$ cat src/sv/assert_macros.svh
// Assertion helpers for the RTL files.
`ifndef ASSERT_MACROS_SVH
`define ASSERT_MACROS_SVH

// Property that must hold at every clock edge outside reset.
`define ASSERT_ALWAYS(lbl, clk, rst_n, prop) \
  lbl: assert property (@(posedge clk) disable iff (!rst_n) (prop)) \
    else $error("assertion failed");

// When ante holds at one edge, cons must hold at the next edge.
`define ASSERT_NEXT(lbl, clk, rst_n, ante, cons) \
  lbl: assert property (@(posedge clk) disable iff (!rst_n) (ante) |=> (cons)) \
    else $error("assertion failed");

`endif

$ cat src/sv/blid_pkg.sv
`default_nettype none

package blid_pkg;

  typedef enum logic [1:0] {
    MODE_INSERT    = 2'd0,
    MODE_DEL_FRONT = 2'd1,
    MODE_DEL_LAST  = 2'd2,
    MODE_DEL_POS   = 2'd3
  } mode_e;

  typedef enum logic [1:0] {
    STAT_DONE   = 2'd0,
    STAT_EMPTY  = 2'd1,
    STAT_BADPOS = 2'd2,
    STAT_FULL   = 2'd3
  } status_e;

  typedef enum logic {
    FSM_IDLE = 1'b0,
    FSM_WORK = 1'b1
  } fsm_e;

  // Command broadcast to every cell of the chain for one item.
  typedef struct packed {
    logic ins;
    logic del;
  } cell_cmd_t;

  localparam int unsigned DataW  = 32;
  localparam int unsigned CountW = 5;

endpackage

`default_nettype wire

$ cat src/sv/blid_cell.sv
`default_nettype none

module blid_cell #(
  parameter int unsigned INDEX = 0,
  parameter int unsigned IDX_W = 4
) (
  input  wire                          clk_i,
  input  wire                          rst_ni,
  input  blid_pkg::cell_cmd_t          cmd_i,
  input  wire  [IDX_W-1:0]             del_idx_i,
  input  wire  [blid_pkg::DataW-1:0]   left_i,
  input  wire  [blid_pkg::DataW-1:0]   right_i,
  output logic [blid_pkg::DataW-1:0]   data_o,
  output logic [blid_pkg::DataW-1:0]   removed_o
);
  import blid_pkg::*;

  localparam logic [IDX_W-1:0] MyIdx = IDX_W'(INDEX);

  logic [DataW-1:0] data_q, data_d;
  logic [DataW-1:0] rm_q, rm_d;

  always_comb begin
    data_d = data_q;
    rm_d   = '0;
    if (cmd_i.ins) begin
      data_d = left_i;
    end else if (cmd_i.del) begin
      // Cells at or behind the deleted slot take their successor's entry.
      if (MyIdx >= del_idx_i) begin
        data_d = right_i;
      end
      if (MyIdx == del_idx_i) begin
        rm_d = data_q;
      end
    end
  end

  // The removed entry lives for one cycle only, so a failed item reads zero.
  always_ff @(posedge clk_i or negedge rst_ni) begin
    if (!rst_ni) begin
      data_q <= '0;
      rm_q   <= '0;
    end else begin
      data_q <= data_d;
      rm_q   <= rm_d;
    end
  end

  assign data_o    = data_q;
  assign removed_o = rm_q;

endmodule

`default_nettype wire

$ cat src/sv/bounded_list_insert_delete.sv
// Channel  | Direction | Handshake          | Payload
// ---------+-----------+--------------------+-------------------------------------
// command  | in        | start && !busy     | mode_i, value_i, position_i
// result   | out       | done_o (one cycle) | status_o, entry_count_o, removed_value_o
//
// For each item, the chain of cells shifts in the accept cycle, and the
// removed entry is gathered from the cells and registered in the following cycle.
// busy is high for the cycle after an accept; the result strobe comes in the next
// cycle, when a new item may already be accepted.
// Reset clears every cell to zero and empties the list; no clearing pass is needed.
// The receiver cannot stall, so results never wait.
`default_nettype none

`include "assert_macros.svh"

module bounded_list_insert_delete #(
  parameter int unsigned LIST_DEPTH = 16
) (
  input  wire                               clk_i,
  input  wire                               rst_ni,
  input  wire                               start,
  output logic                              busy,
  input  wire  [1:0]                        mode_i,
  input  wire  signed [blid_pkg::DataW-1:0] value_i,
  input  wire  [blid_pkg::CountW-1:0]       position_i,
  output logic                              done_o,
  output logic [1:0]                        status_o,
  output logic [blid_pkg::CountW-1:0]       entry_count_o,
  output logic signed [blid_pkg::DataW-1:0] removed_value_o
);
  import blid_pkg::*;

  localparam int unsigned IDX_W = (LIST_DEPTH > 1) ? $clog2(LIST_DEPTH) : 1;
  localparam int unsigned LEN_W = $clog2(LIST_DEPTH + 1);
  localparam int unsigned CMP_W = (LEN_W > CountW) ? LEN_W : CountW;
  localparam logic [LEN_W-1:0] Full = LEN_W'(LIST_DEPTH);

  fsm_e state_q, state_d;

  logic [LEN_W-1:0] len_q, len_d;
  status_e          stat_q, stat_d;
  status_e          res_stat_q;
  logic [DataW-1:0] res_rm_q;
  logic             done_q;

  cell_cmd_t        cmd;
  logic [IDX_W-1:0] del_idx;
  logic             accept;
  logic [CMP_W-1:0] len_cmp, pos_cmp;
  logic [DataW-1:0] gathered;

  logic [DataW-1:0] cell_data [LIST_DEPTH];
  logic [DataW-1:0] cell_rm   [LIST_DEPTH];

  assign accept  = start && (state_q == FSM_IDLE);
  assign len_cmp = CMP_W'(len_q);
  assign pos_cmp = CMP_W'(position_i);

  always_comb begin
    state_d = state_q;
    busy    = (state_q == FSM_WORK);
    case (state_q)
      FSM_IDLE: if (start) state_d = FSM_WORK;
      FSM_WORK: state_d = FSM_IDLE;
      default:  state_d = FSM_IDLE;
    endcase
  end

  // Decode the command and its status; the list changes only on success.
  always_comb begin
    cmd     = '0;
    del_idx = '0;
    len_d   = len_q;
    stat_d  = STAT_DONE;
    if (mode_e'(mode_i) == MODE_INSERT) begin
      if (len_q == Full) begin
        stat_d = STAT_FULL;
      end else begin
        cmd.ins = 1'b1;
        len_d   = len_q + LEN_W'(1);
      end
    end else if (len_q == '0) begin
      stat_d = STAT_EMPTY;
    end else begin
      case (mode_e'(mode_i))
        MODE_DEL_FRONT: begin
          cmd.del = 1'b1;
        end
        MODE_DEL_LAST: begin
          cmd.del = 1'b1;
          del_idx = IDX_W'(len_q - LEN_W'(1));
        end
        MODE_DEL_POS: begin
          if (position_i == '0 || pos_cmp > len_cmp) begin
            stat_d = STAT_BADPOS;
          end else begin
            cmd.del = 1'b1;
            del_idx = IDX_W'(position_i - CountW'(1));
          end
        end
        default: stat_d = STAT_DONE;
      endcase
      if (cmd.del) begin
        len_d = len_q - LEN_W'(1);
      end
    end
    if (!accept) begin
      cmd   = '0;
      len_d = len_q;
    end
  end

  for (genvar i = 0; i < LIST_DEPTH; i++) begin : g_cell
    logic [DataW-1:0] left, right;
    if (i == 0) begin : g_first
      assign left = value_i;
    end else begin : g_mid
      assign left = cell_data[i-1];
    end
    if (i == LIST_DEPTH - 1) begin : g_last
      assign right = '0;
    end else begin : g_inner
      assign right = cell_data[i+1];
    end
    blid_cell #(
      .INDEX (i),
      .IDX_W (IDX_W)
    ) u_cell (
      .clk_i     (clk_i),
      .rst_ni    (rst_ni),
      .cmd_i     (cmd),
      .del_idx_i (del_idx),
      .left_i    (left),
      .right_i   (right),
      .data_o    (cell_data[i]),
      .removed_o (cell_rm[i])
    );
  end

  // At most one cell holds a nonzero removed entry, so an OR gathers it.
  always_comb begin
    gathered = '0;
    for (int i = 0; i < LIST_DEPTH; i++) begin
      gathered = gathered | cell_rm[i];
    end
  end

  always_ff @(posedge clk_i or negedge rst_ni) begin
    if (!rst_ni) begin
      state_q <= FSM_IDLE;
      len_q   <= '0;
      done_q  <= 1'b0;
    end else begin
      state_q <= state_d;
      len_q   <= len_d;
      done_q  <= (state_q == FSM_WORK);
    end
  end

  always_ff @(posedge clk_i) begin
    if (accept) begin
      stat_q <= stat_d;
    end
    if (state_q == FSM_WORK) begin
      res_stat_q <= stat_q;
      res_rm_q   <= gathered;
    end
  end

  logic [CMP_W-1:0] len_out;
  assign len_out         = CMP_W'(len_q);
  assign done_o          = done_q;
  assign status_o        = res_stat_q;
  assign entry_count_o   = len_out[CountW-1:0];
  assign removed_value_o = res_rm_q;

  `ASSERT_ALWAYS(a_len_bound, clk_i, rst_ni, len_q <= Full)
  `ASSERT_NEXT(a_work_then_done, clk_i, rst_ni, state_q == FSM_WORK, done_o)
  `ASSERT_NEXT(a_insert_grows, clk_i, rst_ni, accept && cmd.ins, len_q == $past(len_q) + LEN_W'(1))
  `ASSERT_NEXT(a_delete_shrinks, clk_i, rst_ni, accept && cmd.del, len_q == $past(len_q) - LEN_W'(1))
  `ASSERT_ALWAYS(a_fail_no_removed, clk_i, rst_ni, !(done_o && status_o != STAT_DONE) || removed_value_o == '0)

endmodule

`default_nettype wire
$ cat config.mk
export PLATFORM = sky130hd
export DESIGN_NAME = bounded_list_insert_delete
export DESIGN_NICKNAME = d
export VERILOG_FILES = /design/src/sv/blid_pkg.sv /design/src/sv/blid_cell.sv /design/src/sv/bounded_list_insert_delete.sv
export VERILOG_INCLUDE_DIRS = /design/src /design/src/sv
export SDC_FILE = /design/constraint.sdc
export NUM_CORES = 2
export LEC_CHECK = 0
export ABC_AREA = 0
export BUFFER_PORTS_ARGS = -buffer_cell sky130_fd_sc_hd__buf_2
export CAP_MARGIN = 20
export CORE_UTILIZATION = 53
export DETAILED_ROUTE_END_ITERATION = 7
export GPL_ROUTABILITY_DRIVEN = 0
export PLACE_DENSITY = 0.69
export SETUP_SLACK_MARGIN = 0.1
export SLEW_MARGIN = 20
export SYNTH_ARGS = -nofsm -noshare
export SYNTH_HDL_FRONTEND = slang
export SYNTH_SLANG_ARGS = --single-unit
$ cat constraint.sdc
create_clock -name clk_i -period 2.9 [get_ports clk_i]
set_input_delay 0.145 -clock clk_i [delete_from_list [all_inputs] [get_ports clk_i]]
set_output_delay 0.145 -clock clk_i [all_outputs]
set_load 0.02 [all_outputs]
==> impl_metrics.tcl <==
set metrics [dict create \
    ys_seq_elements 1067 \
    dp_hpwl_um 72960 \
    synth_cell_type_count 70 \
    tritoncts "built" \
    path_clk_slew_ns 0.06 \
    final_cells 5080 \
    cp_cell_sequence "inv_2, ha_4, nand2b_1, a211o_1, a21o_1, a22oi_2, buf_4, nor2_4, o311ai_4, buf_12, clkbuf_16, mux2_1" \
    slowest_stage "dfrtp_2" \
    avgSynthCellArea_um2 11.43 \
    p_leak_nw 24.44 \
    grt_setup_unrepaired "yes" \
    maxCapViolations 0 \
    grt_max_degree 118 \
    num_io_pins 83 \
    ys.flop_type "dfrtp_1" \
    clock-sinks 1067 \
    synth-warning-count 0 \
    drc_errors 0 \
    critPathMaxFanout 8 \
    rows 103 \
    cts_root_buf "clkbuf_16" \
    layout_common_cells "1,025 x dfrtp_1, 556 x nand2_1, 420 x and2_1" \
    drive_above_1_share_pct 17.83 \
    relSlewSlack_pct 33.38 \
    ir_drop_v 0.0008497 \
    final-seq-area_um2 26890 \
    htree_levels 3 \
    syn_nets 3798 \
    hold_class "in -> async" \
    grt_overflow_total 0 \
    numCtsBuffers 103 \
    fin_crit_sh_pct 101.2 \
    cp_data_arrival_time_ns 3.47 \
    finalNetCount 3995 \
    vias_per_cell 6.012 \
    max_stage_delay_ns 0.37 \
    drt-total-wl_um 123100 \
    clockBufferDepth 3 \
    dp_cells 4787 \
    fillers 5928 \
    core_area_um2 79520 \
    wl_met3_um 6707 \
    crit_required_ns 3.43 \
    async_flop_share_pct 96.63 \
    antenna_found_initial 2 \
    die_area_um2 81940 \
    dpl_worst_slack_ns -0.1029 \
    synthesis.area_um2 42820 \
    final-setup-viol-count 23 \
    crit_path_start "entry_count_o[1]" \
    vias 30540 \
    timing.rr.start "entry_count_o[1]" \
    wl_met1_um 49640 \
    highest_layer "met4" \
    clock_latency_ns 0.67 \
    first_pass_iters 5 \
    grt_pass1_wl_um 183000 \
    dr_wl_met2_um 60810 \
    synthToLayoutAreaGrowth_pct 20.29 \
    die_w_um 286.3 \
    track_usage_pct 29.25 \
    critPathCaptureType "register" \
    wl_per_cell_um 24.23 \
    finClkSkew_ns 0.01610 \
    grt_pass1_vias 31430 \
    drt_iter0_drc 2453 \
    synth-edff-count 36 \
    max_freq_ghz 0.3408 \
    start_util_pct 53.86 \
    power_mw 44.71 \
    outcome "complete, but fails checks" \
    seq_area_frac_synth_pct 62.77 \
    worstSetupPathType "reg -> reg" \
    finalHoldViolCount 0 \
    io_buffers 82 \
    placed_cell_area_um2 45930 \
    syn_inst 3745 \
    worst_pin_slew_ns 0.9901 \
    layout_min_cycle_time_ns 2.935 \
    drt.antenna.violating_nets 0 \
    postLayoutCellArea_um2 51510 \
    failed_checks "negative setup slack" \
    slew_viol_final 0 \
    powerDensity_nw_per_um2 868.0 \
    die_h_um 286.3 \
    finalWorstSetupSlack_ns -0.03467 \
    layout_commonest_cell "dfrtp_1" \
    multiInputGateArea_um2 15400 \
    critPathLaunchType "register" \
]
[cell families (layout without fill, tap and decap cells)]
kind of cell / Yosys count / after routing / share of synthesized area [%]
XOR/XNOR: 7 / 7 / 0.1432
buffers and inverters: 296 / 578 / 2.954
AND/OR/NAND/NOR: 1480 / 1480 / 17.61
adder cells (fa/ha/maj): 11 / 11 / 0.3214
flip-flops: 1067 / 1067 / 62.77
AO/OA/AOI/OAI: 675 / 676 / 10.90
other: 0 / 2 / 0
multiplexers: 209 / 209 / 5.303
[power breakdown]
group	switching [mW]	total, mW	internal (mW)	leakage [nW]
combinational	4.61	9.22	4.60	8.75
sequential	3.49	21.5	18.0	13.9
clock	5.70	14.0	8.30	1.78
total	13.8	44.7	30.9	24.4
[state kept, by name, indices dropped and copies added (netlist names)]
signal,cells
g_cell.u_cell.data_o,512
g_cell.u_cell.removed_o,512
removed_value_o,32
entry_count_o,5
stat_q,2
status_o,2
busy,1
done_o,1
[routing by layer]
layer | vias up | global-route usage, %
met1 | 15690 | 37.87
li1 | 13500 | -
met3 | 284 | 3.362
met4 | 0 | 14.91
met2 | 1067 | 48.93
met5 | - | 0
[critical path: cells and delay by family, from the launching register on]
kind,cells,cell delay (ns)
fa+ha+maj,1,0.26
mux,1,0.33
buf+inv,4,0.61
flops,1,0.37
simple gates,2,0.09
compound gates,4,1.12
[per-stage QoR]
step | utilization [%] | hold WS (ns) | setup TNS (ns)
after floorplan | - | -0.1506 | 0
after global placement | 57.76 | 0.2163 | -1.218
after detailed placement | 57.76 | 0.2287 | -3.204
after CTS | 63.59 | 0.1121 | 0
after global routing | 64.78 | 0.1334 | -8.570
final | 64.78 | 0.09598 | -0.3205
[synth_stat cells (77+ instances only)]
| library cell | number | area share [%] |
|---|---|---|
| a21oi_1 | 77 | 0.90 |
| and2_1 | 430 | 6.3 |
| nand2_1 | 559 | 4.9 |
| dfrtp_1 | 1031 | 60 |
| nor4_1 | 133 | 1.9 |
| mux2i_1 | 78 | 1.8 |
| o22ai_1 | 85 | 1.2 |
| and3_1 | 100 | 1.5 |
| clkbuf_1 | 175 | 1.5 |
| mux2_2 | 98 | 2.6 |
| o21ai_0 | 137 | 1.6 |
| a31oi_1 | 96 | 1.4 |
| nor2_1 | 132 | 1.2 |
[path summary, 6_finish.rpt]
check	to	slack (ns)	cells after the start
max reg2reg	g_cell[10].u_cell.data_o[28]	-0.03	12
min in group clk_i	stat_q[1]	0.22	5
min reg2reg	status_o[1]	0.43	0
max	g_cell[10].u_cell.data_o[28]	-0.03	12
max in group asynchronous	g_cell[6].u_cell.data_o[2]	1.75	4
min	g_cell[3].u_cell.removed_o[12]	0.1	2
[cell type report]
type | count | area share [%]
flip-flops and latches | 1067 | 52.20
multi-input cells | 2383 | 29.89
repair buffers | 354 | 8.120
clock buffers | 155 | 6.194
well taps | 1050 | 2.550
clock inverters | 36 | 0.7991
inverters | 33 | 0.2405
diodes | 2 | 0.009716
[repair_timing]
item	CTS	global route
gates resized for setup	53	76
pin swaps	10	41
buffers inserted	22	19
cloned	8	17
hold endpoints to repair	134	0
hold buffers	34	0
endpoints found under the setup margin	459	867
No activity file was read; power rests on OpenSTA's default activity.
